**config.mk**
```make
export PLATFORM = sky130hd
export DESIGN_NAME = color_key_sprite_blit
export DESIGN_NICKNAME = d
export VERILOG_FILES = /design/src/rtl/core/ckb_pkg.sv /design/src/rtl/core/color_key_sprite_blit.sv /design/src/rtl/core/ckb_regs.sv /design/src/rtl/core/ckb_dpath.sv /design/src/rtl/core/ckb_ctrl.sv
export SDC_FILE = /design/constraint.sdc
export NUM_CORES = 1
export LEC_CHECK = 0
export BUFFER_PORTS_ARGS = -buffer_cell sky130_fd_sc_hd__buf_4
export CELL_PAD_IN_SITES_DETAIL_PLACEMENT = 0
export CELL_PAD_IN_SITES_GLOBAL_PLACEMENT = 1
export CORE_MARGIN = 3
export CORE_UTILIZATION = 35
export CTS_CLUSTER_DIAMETER = 40
export DETAILED_ROUTE_END_ITERATION = 8
export PLACE_DENSITY = 0.64
export SETUP_SLACK_MARGIN = 0.3
export SLEW_MARGIN = 20
export SYNTH_ARGS = -nofsm -noshare
export SYNTH_HDL_FRONTEND = slang
export SYNTH_SLANG_ARGS = --single-unit
```
**constraint.sdc**
```tcl
create_clock -name clk -period 12.2 [get_ports clk]
set_input_delay 1.83 -clock clk [delete_from_list [all_inputs] [get_ports clk]]
set_output_delay 1.83 -clock clk [all_outputs]
set_load 0.05 [all_outputs]
```
**src/rtl/core/ckb_pkg.sv**
```systemverilog
`timescale 1ns / 1ps
// ----------------------------------------------------------------------------
// ckb_pkg
// Shared constants, register indexes and controller/datapath types for the
// color-keyed sprite blitter.
// ----------------------------------------------------------------------------
package ckb_pkg;

	// size limits
	localparam int MAX_SCREEN_SIDE     = 2048;
	localparam int MAX_SPRITE_SIDE     = 2048;
	localparam int MAX_BYTES_PER_PIXEL = 4;

	// field widths
	localparam int SIDE_W  = 12;
	localparam int BPP_W   = 3;
	localparam int COLOR_W = 32;
	localparam int POS_W   = 16;
	localparam int ADDR_W  = 24;
	localparam int BYTE_W  = 8;

	// derived widths
	localparam int CRD_W  = $clog2(MAX_SCREEN_SIDE);
	localparam int CNT_W  = (MAX_SPRITE_SIDE > 1) ? $clog2(MAX_SPRITE_SIDE) : 1;
	localparam int PRD_W  = 2 * CRD_W + 1;
	localparam int KSEL_W = (MAX_BYTES_PER_PIXEL > 1) ? $clog2(MAX_BYTES_PER_PIXEL) : 1;

	// register indexes
	localparam int REG_IDX_W = 3;
	localparam logic [REG_IDX_W-1:0] REG_SCREEN_WIDTH  = 3'd0;
	localparam logic [REG_IDX_W-1:0] REG_SCREEN_HEIGHT = 3'd1;
	localparam logic [REG_IDX_W-1:0] REG_PIXEL_BYTES   = 3'd2;
	localparam logic [REG_IDX_W-1:0] REG_KEY_COLOR     = 3'd3;
	localparam logic [REG_IDX_W-1:0] REG_ORIGIN_X      = 3'd4;
	localparam logic [REG_IDX_W-1:0] REG_ORIGIN_Y      = 3'd5;
	localparam logic [REG_IDX_W-1:0] REG_SPRITE_WIDTH  = 3'd6;
	localparam logic [REG_IDX_W-1:0] REG_SPRITE_HEIGHT = 3'd7;

	// effective (clamped) configuration
	typedef struct packed {
		logic [SIDE_W-1:0]  scr_w;
		logic [SIDE_W-1:0]  scr_h;
		logic [BPP_W-1:0]   bpp;
		logic [COLOR_W-1:0] key;
		logic [POS_W-1:0]   org_x;
		logic [POS_W-1:0]   org_y;
		logic [SIDE_W-1:0]  spr_w;
		logic [SIDE_W-1:0]  spr_h;
	} cfg_t;

	// controller to datapath
	typedef struct packed {
		logic load;
		logic mul;
		logic scale;
		logic next;
	} cmd_t;

	// datapath to controller
	typedef struct packed {
		logic hit;
		logic last;
	} sts_t;

endpackage

```
**src/rtl/core/color_key_sprite_blit.sv**
```systemverilog
`timescale 1ns / 1ps
// ----------------------------------------------------------------------------
// color_key_sprite_blit
// Color-keyed sprite blit with screen clipping: turns a row-major stream of
// sprite pixels into frame buffer byte writes.
// ----------------------------------------------------------------------------
//  channel   dir  beat contents
//  s_*       in   tdata[31:0] pixel_color
//  m_*       out  tdata[23:0] byte_address, [31:24] byte_value; tlast last_byte
//  cfg_*     in   cfg_index register number, cfg_data value (low bits used)
//
//  A keyed or clipped pixel only steps the sprite position and writes no
//  bytes. A visible pixel goes through accept, multiply by the screen width,
//  scale by the byte count, then one byte beat per cycle while m_tready is high.
//  Output stalls hold the current byte beat; no new pixel is taken until the
//  last byte of the current one is out. Reset clears the counters and loads
//  the register defaults.
// ----------------------------------------------------------------------------
module color_key_sprite_blit (
	input  logic                           clk,
	input  logic                           arst_n,
	input  logic                           s_tvalid,
	output logic                           s_tready,
	input  logic [31:0]                    s_tdata,   // pixel_color
	output logic                           m_tvalid,
	input  logic                           m_tready,
	output logic [31:0]                    m_tdata,   // byte_address, byte_value
	output logic                           m_tlast,   // last_byte
	input  logic                           cfg_valid,
	output logic                           cfg_ready,
	input  logic [ckb_pkg::REG_IDX_W-1:0]  cfg_index,
	input  logic [31:0]                    cfg_data
);
	import ckb_pkg::*;

	cfg_t               cfg;
	cmd_t               cmd;
	sts_t               sts;
	logic [ADDR_W-1:0]  byte_address;
	logic [BYTE_W-1:0]  byte_value;

	// configuration registers
	ckb_regs u_regs (
		.clk       (clk),
		.arst_n    (arst_n),
		.cfg_valid (cfg_valid),
		.cfg_ready (cfg_ready),
		.cfg_index (cfg_index),
		.cfg_data  (cfg_data),
		.cfg       (cfg)
	);

	// sequencer
	ckb_ctrl u_ctrl (
		.clk       (clk),
		.arst_n    (arst_n),
		.in_valid  (s_tvalid),
		.in_ready  (s_tready),
		.out_valid (m_tvalid),
		.out_ready (m_tready),
		.sts       (sts),
		.cmd       (cmd)
	);

	// address and byte datapath
	ckb_dpath u_dpath (
		.clk          (clk),
		.arst_n       (arst_n),
		.cfg          (cfg),
		.cmd          (cmd),
		.sts          (sts),
		.pixel_color  (s_tdata),
		.byte_address (byte_address),
		.byte_value   (byte_value)
	);

	assign m_tdata = {byte_value, byte_address};
	assign m_tlast = sts.last;

endmodule

```
**src/rtl/core/ckb_regs.sv**
```systemverilog
`timescale 1ns / 1ps
// ----------------------------------------------------------------------------
// ckb_regs
// Configuration register file with clamping of the sizes to their legal range.
// ----------------------------------------------------------------------------
module ckb_regs (
	input  logic                           clk,
	input  logic                           arst_n,
	input  logic                           cfg_valid,
	output logic                           cfg_ready,
	input  logic [ckb_pkg::REG_IDX_W-1:0]  cfg_index,
	input  logic [31:0]                    cfg_data,
	output ckb_pkg::cfg_t                  cfg
);
	import ckb_pkg::*;

	logic [SIDE_W-1:0]  scr_w_q, scr_h_q, spr_w_q, spr_h_q;
	logic [BPP_W-1:0]   bpp_q;
	logic [COLOR_W-1:0] key_q;
	logic [POS_W-1:0]   org_x_q, org_y_q;

	assign cfg_ready = 1'b1;

	// register writes
	always_ff @(posedge clk or negedge arst_n) begin
		if (!arst_n) begin
			scr_w_q <= SIDE_W'(1024);
			scr_h_q <= SIDE_W'(768);
			bpp_q   <= BPP_W'(1);
			key_q   <= '0;
			org_x_q <= '0;
			org_y_q <= '0;
			spr_w_q <= SIDE_W'(1);
			spr_h_q <= SIDE_W'(1);
		end else if (cfg_valid) begin
			case (cfg_index)
				REG_SCREEN_WIDTH:  scr_w_q <= cfg_data[SIDE_W-1:0];
				REG_SCREEN_HEIGHT: scr_h_q <= cfg_data[SIDE_W-1:0];
				REG_PIXEL_BYTES:   bpp_q   <= cfg_data[BPP_W-1:0];
				REG_KEY_COLOR:     key_q   <= cfg_data[COLOR_W-1:0];
				REG_ORIGIN_X:      org_x_q <= cfg_data[POS_W-1:0];
				REG_ORIGIN_Y:      org_y_q <= cfg_data[POS_W-1:0];
				REG_SPRITE_WIDTH:  spr_w_q <= cfg_data[SIDE_W-1:0];
				REG_SPRITE_HEIGHT: spr_h_q <= cfg_data[SIDE_W-1:0];
				default: ;
			endcase
		end
	end

	// clamped view
	always_comb begin
		cfg.scr_w = (32'(scr_w_q) > 32'(MAX_SCREEN_SIDE)) ? SIDE_W'(MAX_SCREEN_SIDE) : scr_w_q;
		cfg.scr_h = (32'(scr_h_q) > 32'(MAX_SCREEN_SIDE)) ? SIDE_W'(MAX_SCREEN_SIDE) : scr_h_q;
		if (bpp_q == '0)
			cfg.bpp = BPP_W'(1);
		else if (32'(bpp_q) > 32'(MAX_BYTES_PER_PIXEL))
			cfg.bpp = BPP_W'(MAX_BYTES_PER_PIXEL);
		else
			cfg.bpp = bpp_q;
		cfg.key   = key_q;
		cfg.org_x = org_x_q;
		cfg.org_y = org_y_q;
		if (spr_w_q == '0)
			cfg.spr_w = SIDE_W'(1);
		else if (32'(spr_w_q) > 32'(MAX_SPRITE_SIDE))
			cfg.spr_w = SIDE_W'(MAX_SPRITE_SIDE);
		else
			cfg.spr_w = spr_w_q;
		if (spr_h_q == '0)
			cfg.spr_h = SIDE_W'(1);
		else if (32'(spr_h_q) > 32'(MAX_SPRITE_SIDE))
			cfg.spr_h = SIDE_W'(MAX_SPRITE_SIDE);
		else
			cfg.spr_h = spr_h_q;
	end

endmodule

```
**src/rtl/core/ckb_dpath.sv**
```systemverilog
`timescale 1ns / 1ps
// ----------------------------------------------------------------------------
// ckb_dpath
// Sprite position counters, clip and key test, address arithmetic and byte
// selection for the blitter.
// ----------------------------------------------------------------------------
module ckb_dpath (
	input  logic                         clk,
	input  logic                         arst_n,
	input  ckb_pkg::cfg_t                cfg,
	input  ckb_pkg::cmd_t                cmd,
	output ckb_pkg::sts_t                sts,
	input  logic [ckb_pkg::COLOR_W-1:0]  pixel_color,
	output logic [ckb_pkg::ADDR_W-1:0]   byte_address,
	output logic [ckb_pkg::BYTE_W-1:0]   byte_value
);
	import ckb_pkg::*;

	logic [CNT_W-1:0]   col_q, row_q;
	logic [CNT_W:0]     col_inc, row_inc;
	logic [POS_W-1:0]   x_pos, y_pos;
	logic [CRD_W-1:0]   x_q, y_q;
	logic [COLOR_W-1:0] color_q;
	logic [PRD_W-1:0]   prod_q;
	logic [PRD_W:0]     pix;
	logic [PRD_W+2:0]   scaled;
	logic [ADDR_W-1:0]  addr_q;
	logic [KSEL_W-1:0]  k_q;

	// destination of the incoming pixel
	assign x_pos = cfg.org_x + POS_W'(col_q);
	assign y_pos = cfg.org_y + POS_W'(row_q);
	assign sts.hit = (pixel_color != cfg.key)
		&& (x_pos < POS_W'(cfg.scr_w))
		&& (y_pos < POS_W'(cfg.scr_h));

	assign col_inc = (CNT_W+1)'(col_q) + 1'b1;
	assign row_inc = (CNT_W+1)'(row_q) + 1'b1;

	// sprite position counters, advance on every accepted pixel
	always_ff @(posedge clk or negedge arst_n) begin
		if (!arst_n) begin
			col_q <= '0;
			row_q <= '0;
		end else if (cmd.load) begin
			if (32'(col_inc) >= 32'(cfg.spr_w)) begin
				col_q <= '0;
				if (32'(row_inc) >= 32'(cfg.spr_h))
					row_q <= '0;
				else
					row_q <= row_inc[CNT_W-1:0];
			end else begin
				col_q <= col_inc[CNT_W-1:0];
			end
		end
	end

	// byte index within the pixel
	always_ff @(posedge clk or negedge arst_n) begin
		if (!arst_n) begin
			k_q <= '0;
		end else if (cmd.load) begin
			k_q <= '0;
		end else if (cmd.next) begin
			k_q <= k_q + 1'b1;
		end
	end

	// pixel payload
	always_ff @(posedge clk) begin
		if (cmd.load) begin
			color_q <= pixel_color;
			x_q     <= x_pos[CRD_W-1:0];
			y_q     <= y_pos[CRD_W-1:0];
		end
	end

	// row offset y * screen_width
	always_ff @(posedge clk) begin
		if (cmd.mul)
			prod_q <= PRD_W'(y_q) * PRD_W'(cfg.scr_w[CRD_W:0]);
	end

	// pixel index scaled by bytes per pixel
	assign pix = (PRD_W+1)'(prod_q) + (PRD_W+1)'(x_q);
	always_comb begin
		case (cfg.bpp)
			3'd2:    scaled = {1'b0, pix, 1'b0};
			3'd3:    scaled = (PRD_W+3)'({pix, 1'b0}) + (PRD_W+3)'(pix);
			3'd4:    scaled = {pix, 2'b00};
			default: scaled = (PRD_W+3)'(pix);
		endcase
	end

	// byte address, steps by one per beat
	always_ff @(posedge clk) begin
		if (cmd.scale)
			addr_q <= ADDR_W'(scaled);
		else if (cmd.next)
			addr_q <= addr_q + 1'b1;
	end

	assign byte_address = addr_q;
	assign byte_value   = BYTE_W'(color_q >> {k_q, 3'b000});
	assign sts.last     = (BPP_W'(k_q) + 1'b1) == cfg.bpp;

endmodule

```
**src/rtl/core/ckb_ctrl.sv**
```systemverilog
`timescale 1ns / 1ps
// ----------------------------------------------------------------------------
// ckb_ctrl
// Sequencer: accepts a pixel, steps the address arithmetic and issues one
// byte beat per cycle of the output handshake.
// ----------------------------------------------------------------------------
module ckb_ctrl (
	input  logic           clk,
	input  logic           arst_n,
	input  logic           in_valid,
	output logic           in_ready,
	output logic           out_valid,
	input  logic           out_ready,
	input  ckb_pkg::sts_t  sts,
	output ckb_pkg::cmd_t  cmd
);
	import ckb_pkg::*;

	localparam logic [1:0] ST_IDLE  = 2'd0;
	localparam logic [1:0] ST_MUL   = 2'd1;
	localparam logic [1:0] ST_SCALE = 2'd2;
	localparam logic [1:0] ST_EMIT  = 2'd3;

	logic [1:0] state_q, state_d;

	assign in_ready  = (state_q == ST_IDLE);
	assign out_valid = (state_q == ST_EMIT);

	// next state and commands
	always_comb begin
		state_d   = state_q;
		cmd       = '0;
		case (state_q)
			ST_IDLE: begin
				if (in_valid) begin
					cmd.load = 1'b1;
					if (sts.hit)
						state_d = ST_MUL;
				end
			end
			ST_MUL: begin
				cmd.mul = 1'b1;
				state_d = ST_SCALE;
			end
			ST_SCALE: begin
				cmd.scale = 1'b1;
				state_d   = ST_EMIT;
			end
			ST_EMIT: begin
				if (out_ready) begin
					cmd.next = 1'b1;
					if (sts.last)
						state_d = ST_IDLE;
				end
			end
			default: state_d = ST_IDLE;
		endcase
	end

	// state register
	always_ff @(posedge clk or negedge arst_n) begin
		if (!arst_n)
			state_q <= ST_IDLE;
		else
			state_q <= state_d;
	end

endmodule

```
==> flow_summary.ini <==
[sta]
setup_slack_ns = 5.47
worstMarginPinSlew_ns = 1.01
rsz0062_at_grt = no
slew_viol_final = 0
skew_ns = 0.0220
finalSetupViolCount = 0
hold_slack_ns = 0.496
final.period_utilization_pct = 55.2
finalHoldViolCount = 0
fin_tns_setup_ns = 0
slew_headroom_pct = 32.3
shortest_period_the_worst_path_allows_ns = 6.73
highest_clock_rate_mhz = 149

[clocking]
cts_htree_levels = 2
postCtsSetupBuffers = 0
cts.path.max_buffers = 3
number_of_clock_buffers_inserted_by_tritoncts = 43
cts_sinks = 242
worst_setup_hold_path_clk_slew_ns = 0.05
clk-insertion-delay-late_ns = 0.56
tritoncts = done
clock-root-buffer = clkbuf_16
cts.hold.buffers_added = 0
cts_resized = 0

[critical_path]
worst-setup-path-type = reg -> reg
endpoint_kind = flip-flop
worst_path_max_fanout = 23
cp-start-kind = flip-flop
worst_r2r_path_depth = 19
crit_arrival_ns = 7.02
required_ns = 12.48

[synth]
synth.distinct_cells = 82
asyncSetResetFlopFracSynth_pct = 58.3
synthFlopType = dfrtp_1
post_synthesis_instance_area_mm2 = 0.0193
synth-seq-cells = 242
number_of_flops_mapped_to_enable_cells_by_yosys = 101
postSynthAreaPerCell_um2 = 10.1
area_leader_netlist = dfrtp_1
synth_fp_nets = 2246
synth.yosys.seq_area_share_pct = 34.1
synth-warning-count = 0
post-synth-top-area-fraction_pct = 17.5
syn-instance-count = 1911
netlist_top_cells_area = dfrtp_1 18%, edfxtp_1 16%, ha_1 11%

[finish]
final_design_area_no_fill_mm2 = 0.0223
utilization_pct = 41.2
num-nets-final = 2343
filler_cell_count = 5263
area_delta_synth_final_pct = 15.8
share_of_final_layout_standard_cells_stronger_than_drive_strength_1_pct = 16.3
instances_no_fill = 2739
num_antenna_cells = 0
layout.cells.most_common_list = 183 x nand2_1, 170 x ha_1, 153 x inv_1
layout_commonest_cell = nand2_1

[pwr]
largest_vdd_supply_drop_v = 0.000207
p_per_area_mw_per_mm2 = 322
power_mw = 7.19
cellLeakagePower_nw = 9.92

[hold_path]
worst_hold_path_type = reg -> reg
min_path_cells = 1

[floorplanning]
dieWidth_um = 241
fp.dieArea_mm2 = 0.0580
num_io_pins = 108
start_util_pct = 35.6
placement_rows = 85
fp.coreArea_mm2 = 0.0541
die_height_um = 241

[grt]
first_global_vias = 14800
antenna_found_initial = 1
globalRouteTotalUtil_pct = 18.1
first_pass_grt_wire_length_um = 82700
grt_overflow_total = 0
grt_start_max_net_pins = 78

[drt]
num_vias = 14300
detail_route.iter0.violations = 726
wl_per_cell_um = 18.8
drt_drc_violations_left = 0
first_pass_drt_iterations = 5
routed_via_density = 5.23
route.final.wire_length_um = 51600
final_antenna_net_count = 0

[placed_design]
placement.cell_area_mm2 = 0.0208
hpwlAfterDp_um = 39700
number_of_input_and_output_port_buffers_inserted = 106
place.detailed.instances = 2658
gp_congestion = 0.845
place_ws_ns = 5.46

[job]
max_cap_viol_count = 0

[run_status]
run_status = finished, final reports clean
[cells in the mapped netlist, drive strengths merged (27+ instances only)]
cell	n
a211oi	27
a21o	30
a21oi	77
and2	72
clkbuf	55
dfrtp	135
edfxtp	101
fa	93
ha	170
inv	156
mux2	115
nand2	184
nand3	35
nor2	100
nor3	38
o21ai	77
xnor2	66
xor2	75
[logic make-up after synthesis]
family,share of synthesized area (%)
AND/OR/NAND/NOR,14.1
AO/OA/AOI/OAI,12.0
adder cells (fa/ha/maj),20.7
flip-flops,34.1
buffers and inverters,4.36
XOR/XNOR,6.40
multiplexers,8.34
other,0.0194
[area by class of cell]
cell class / instances / area (um2) / area share (%)
inverter: 158 / 593 / 2.66
clock inverter: 23 / 300 / 1.34
clock buffer: 57 / 1220 / 5.46
multi-input combinational: 1447 / 11900 / 53.3
timing repair buffer: 116 / 882 / 3.95
sequential: 242 / 6570 / 29.4
tap: 696 / 871 / 3.90
[flip-flops by register name (all words and copies together), names as in the netlist, 16 cells and up]
register              count
u_regs.org_y_q           16
u_dpath.color_q          32
u_dpath.prod_q           23
u_regs.org_x_q           16
u_regs.key_q             32
u_dpath.byte_address     24
[critical path: stages (launching register included)]
cell and delay (ns):
dfrtp_1 0.66, nor2b_1 0.88, nand2_1 0.19, fa_1 0.54
fa_1 0.55, inv_1 0.06, fa_1 0.50, fa_1 0.54
inv_1 0.05, fa_1 0.52, inv_1 0.04, ha_1 0.38
a21o_1 0.20, a2111o_1 0.40, a41o_1 0.24, nand3_1 0.10
a31oi_1 0.13, a21o_1 0.20, a21oi_1 0.16, xnor2_1 0.08
[power breakdown]
part | internal, mW | total (mW) | switching (mW)
logic | 1.84 | 4.49 | 2.65
registers | 1.22 | 1.46 | 0.238
clock network | 0.799 | 1.24 | 0.440
total | 3.87 | 7.19 | 3.33
[worst paths after layout]
| check | startpoint | to | slack [ns] |
|---|---|---|---|
| min in group asynchronous | arst_n | u_regs.spr_h_q[3] | 1.31 |
| hold / removal | u_regs.scr_w_q[7] | u_regs.scr_w_q[7] | 0.50 |
| max in group asynchronous | arst_n | u_regs.key_q[29] | 9.49 |
| setup reg to reg | u_regs.scr_w_q[11] | u_dpath.prod_q[22] | 5.47 |
| hold reg to reg | u_regs.scr_w_q[7] | u_regs.scr_w_q[7] | 0.50 |
| setup / recovery | u_regs.scr_w_q[11] | u_dpath.prod_q[22] | 5.47 |
[per-layer routing]
metal | vias up | share of wire, % | GRT usage [%]
met2 | 212 | 49 | 31.4
met3 | 64 | 3.0 | 2.30
met5 | - | 0 | 0
met1 | 7128 | 45 | 24.0
li1 | 6933 | - | -
met4 | 0 | 2.1 | 4.76
Note: power is estimated with default switching activity, not from simulation.
